## src/rtl/ireq_ram.sv

```systemverilog
// ireq_ram: generic simple dual-port RAM, one write and one registered read port
// no dependencies
module ireq_ram #(
    parameter int WIDTH = 8,
    parameter int DEPTH = 16
) (
    input  logic                     clk,
    input  logic                     wr_en,
    input  logic [$clog2(DEPTH)-1:0] wr_addr,
    input  logic [WIDTH-1:0]         wr_data,
    input  logic                     rd_en,
    input  logic [$clog2(DEPTH)-1:0] rd_addr,
    output logic [WIDTH-1:0]         rd_data
);

    logic [WIDTH-1:0] mem [DEPTH];

    // write port
    always_ff @(posedge clk)
    begin
        if (wr_en)
        begin
            mem[wr_addr] <= wr_data;
        end
    end

    // registered read port
    always_ff @(posedge clk)
    begin
        if (rd_en)
        begin
            rd_data <= mem[rd_addr];
        end
    end

endmodule

```

## config.mk

```make
export PLATFORM = sky130hd
export DESIGN_NAME = ireq_ram
export DESIGN_NICKNAME = d
export VERILOG_FILES = /design/src/rtl/ireq_ram.sv
export SDC_FILE = /design/constraint.sdc
export NUM_CORES = 1
export LEC_CHECK = 0
export ABC_AREA = 1
export BUFFER_PORTS_ARGS = -buffer_cell sky130_fd_sc_hd__buf_2
export CORE_MARGIN = 2
export CORE_UTILIZATION = 55
export DETAILED_ROUTE_END_ITERATION = 7
export PLACE_DENSITY = 0.75
export SYNTH_ARGS = -nofsm -noshare
export SYNTH_HDL_FRONTEND = slang
export SYNTH_SLANG_ARGS = --single-unit
```

## constraint.sdc

```tcl
create_clock -name clk -period 1.35 [get_ports clk]
set_clock_uncertainty 0.1 [all_clocks]
set_input_delay 0.27 -clock clk [delete_from_list [all_inputs] [get_ports clk]]
set_output_delay 0.27 -clock clk [all_outputs]
set_load 0.01 [all_outputs]
```

# Word level (Yosys, flattened, before mapping)
# Memories as Yosys holds them, arrays and structs flattened. A register that Yosys moved wholly into a read port is not among the register bits.
# Cells that the tools add are included.
[word_totals] ff_bits=0 memories=1 elab_cells=3 in_bits=19 output_inout_bits=8 ram_bits=128
[memory_table] name="mem" depth=16 word_bits=8 read_ports=1 rd_ports_with_merged_regs=1 wr=1 line_no="16" text="logic [WIDTH-1:0] mem [DEPTH];"
[classes] muxes=2
[op_table] operator="1-bit two-way mux" count=2

# Logic depth before layout (Yosys ltp)
[logic_depth] word_depth=2 ltp_mapped=8 ltp_nobuf=7

# Worst setup path before layout
# No wires, ideal clock.
[synth_path] kind="input to register" start="in wr_addr[3]" end="mem mem[4][0] (enable)" arrival_ns=0.851 required_time_ns=0.880 setup_time_ns=0.370 cell_stages=2 setup_slack_ns=0.029 path_buffers=0 path_cell_list="nand3b_1 > nor2_1"
[synth_rtl] item="start, declared" line_no="9" text="input logic [$clog2(DEPTH)-1:0] wr_addr,"
[synth_rtl] item="end, declared" line_no="16"
# No word-level cell before the write port.

# Worst setup path in the final report
[layout_path] start="reg rd_data[4] (read register of mem)" end="out rd_data[4]"
[layout_rtl] item="start, declared" line_no="13" text="output logic [WIDTH-1:0] rd_data"
# No word-level cell between the ends.

==> flow_metrics.env <==
export IMPL_hold_class="in -> reg"
export IMPL_dr_pass1_iters=5
export IMPL_setup_viol=8
export IMPL_critical_path_top_delay_family="flip-flops"
export IMPL_synth_cell_types=11
export IMPL_power_density_mw_per_mm2=1460
export IMPL_tightest_slew_ns=0.382
export IMPL_dp_cells=718
export IMPL_rsz0062_at_grt="yes"
export IMPL_vias=3981
export IMPL_core_sq_mm=0.0103
export IMPL_combPwrFrac_pct=6.3
export IMPL_critPathLaunchType="flop"
export IMPL_htreeDepth=4
export IMPL_slowest_delay_ns=0.42
export IMPL_synthArstFlopShare_pct=0
export IMPL_path_clk_slew_ns=0.06
export IMPL_yosys_area_top_type_share_pct=69.8
export IMPL_ir_drop_mv=1.07
export IMPL_port_buffers=26
export IMPL_crit_cells=1
export IMPL_synth_edff_count=136
export IMPL_clock_sinks=136
export IMPL_violations="setup timing"
export IMPL_synth_seq_area_share_pct=69.8
export IMPL_die_w_um=107
export IMPL_synth_compound_area_share_pct=0
export IMPL_synth_top_cell_by_area="edfxtp_1"
export IMPL_intPower_mw=7.94
export IMPL_seqPwrFrac_pct=47.5
export IMPL_antenna_found_initial=0
export IMPL_syn_area_sq_mm=0.00585
export IMPL_synth_common_cells="173 x nand2_1, 136 x edfxtp_1, 100 x inv_1"
export IMPL_gp_congestion=0.845
export IMPL_yosysWarningCount=0
export IMPL_clock_power_share_pct=46.2
export IMPL_overflow=0
export IMPL_fillers=768
export IMPL_synth_seq_cells=136
export IMPL_status="finished with violations"
export IMPL_critPathMaxFanout=1
export IMPL_crit_type="reg -> out"
export IMPL_max_slew_margin_pct=74.5
export IMPL_n_antenna_cell=0
export IMPL_hold_viol=0
export IMPL_syn_area_per_cell_sq_um=10.6
export IMPL_switching_share_pct=21.1
export IMPL_yosysMostFrequentCell="nand2_1"
export IMPL_ctsHoldBuffers=0
export IMPL_clockRootBuffer="clkbuf_8"
export IMPL_worstPathRequired_ns=0.98
export IMPL_layout_setup_ws_ns=-0.117
export IMPL_worstSkewPairLatency_ns=0.53
export IMPL_drtAntennaViolNets=0
export IMPL_row_count=37
export IMPL_die_h_um=107
export IMPL_yosys_area_share_simple_pct=20.8
export IMPL_grt_pass1_wl_um=20400
export IMPL_synth_top_family_by_area="simple AND/OR/NAND/NOR gates"
export IMPL_yosys_top_cells_area="edfxtp_1 70%, nand2_1 11%, nand3_1 8.3%"
export IMPL_synth_xor_xnor_area_share_pct=0
export IMPL_synth_ff_type="edfxtp_1"
export IMPL_worstPathCellList="buf_2"
export IMPL_wl_um=12900
export IMPL_worst_hold_slack_ns=0.0141
export IMPL_dpl_hpwl_um=7990
export IMPL_drc_errors=0
export IMPL_reg2reg_depth=6
export IMPL_clockBufferDepth=2
export IMPL_wl_per_cell_um=17.3
export IMPL_worst_path_buf_inv=1
export IMPL_cts_resized_gates=0
export IMPL_period_needed_ns=1.47
export IMPL_design_area_sq_mm=0.00688
export IMPL_start_util_pct=56.6
export IMPL_fmax_mhz=682
export IMPL_fin_cells=749
export IMPL_synth_mux_area_share_pct=0
export IMPL_pin_count=27
export IMPL_dieArea_sq_mm=0.0115
export IMPL_synth_fa_ha_area_share_pct=0
export IMPL_synth_nets=570
export IMPL_grt_max_degree=33
export IMPL_worstSetupEndpointType="primary output"
export IMPL_cts_tree="done"
export IMPL_p_leak_nw=3.01
export IMPL_post_dp_cell_area_sq_mm=0.00629
export IMPL_postSynthCellCount=551
export IMPL_routed_via_density=5.32
export IMPL_power_switching_mw=2.13
export IMPL_cts_buffers=17
export IMPL_arrival_ns=1.10
export IMPL_area_delta_synth_final_pct=17.7
export IMPL_power_mw=10.1
export IMPL_drtIter0Drc=346
export IMPL_drv_slew=0
export IMPL_drive_gt1_share_pct=14.0
export IMPL_max_cap_violations=0
export IMPL_final_nets=620
export IMPL_cpMaxStageDelayCell="edfxtp_1"
export IMPL_min_delay_path_depth=1
export IMPL_timing_final_crit_share_pct=109
export IMPL_first_global_vias=3839
export IMPL_grt_use_total_pct=24.6
metal layers:
layer  vias to the layer above  routed length [um]  track usage, %  part of all wire [%]
met5                         -                   0               0                     0
met4                         0                 225            7.14                   1.7
met3                        25                 968            4.92                   7.5
met2                       192                6490            41.4                    50
met1                      1879                5250            32.6                    41
li1                       1885                   -               -                     -
registers in the layout, indices dropped and copies added (netlist names):
signal,count
mem,128
rd_data,8
cell usage in the layout (no fill, tap or decap):
cell type	synthesis	final
clkbuf_8	0	1
clkbuf_1	0	1
clkinv_2	0	4
inv_2	2	2
buf_4	4	22
clkbuf_16	0	16
edfxtp_1	136	136
clkinv_1	0	1
buf_2	13	26
buf_12	0	7
bufinv_16	0	4
clkinv_4	0	3
inv_1	100	100
nand2_1	173	173
inv_6	0	1
nor2_1	17	17
nand3b_1	2	2
nand3_1	97	97
power by group through the flow:
stage	logic [mW]	registers [mW]	clock network, mW
6_report	0.629	4.78	4.65
2_1_floorplan	0.333	4.88	0
4_1_cts	0.628	4.78	4.69
3_3_place_gp	0.605	4.87	0
5_1_grt	0.692	4.79	4.87
3_5_place_dp	0.619	4.87	0
through the flow:
stage | TNS (ns) | util [%] | worst slack, ns
finish | -0.523 | 66.7 | -0.117
global route | -0.804 | 66.7 | -0.136
CTS | -0.662 | 66.7 | -0.135
detailed placement | -2.43 | 60.9 | -0.231
global placement | -1.53 | 60.9 | -0.211
floorplan | 0 | - | 0.0292
timing repair:
item	4_1_cts	5_1_grt
endpoints found under the hold margin	0	0
buffers inserted	0	0
setup endpoints to repair	8	8
gates cloned	0	0
cell type report:
type / instances / area, sq um / share of cell area [%]
sequential: 136 / 4080 / 59.3
clock buffer: 18 / 418 / 6.07
timing repair buffer: 55 / 435 / 6.33
tap: 136 / 170 / 2.47
inverter: 102 / 383 / 5.56
clock inverter: 13 / 179 / 2.60
multi-input combinational: 289 / 1210 / 17.6
kinds of logic after synthesis:
group	after synthesis
buffers and inverters	126
DFF	136
and+or+nand+nor	289
final timing paths:
kind         startpoint    endpoint  slack [ns]
max          rd_data[4]  rd_data[4]       -0.12
min               rd_en  rd_data[5]        0.01
max reg2reg   mem[5][5]  rd_data[5]        0.09
min reg2reg  mem[10][6]  rd_data[6]        0.65
No activity file was read; power rests on OpenSTA's default activity.
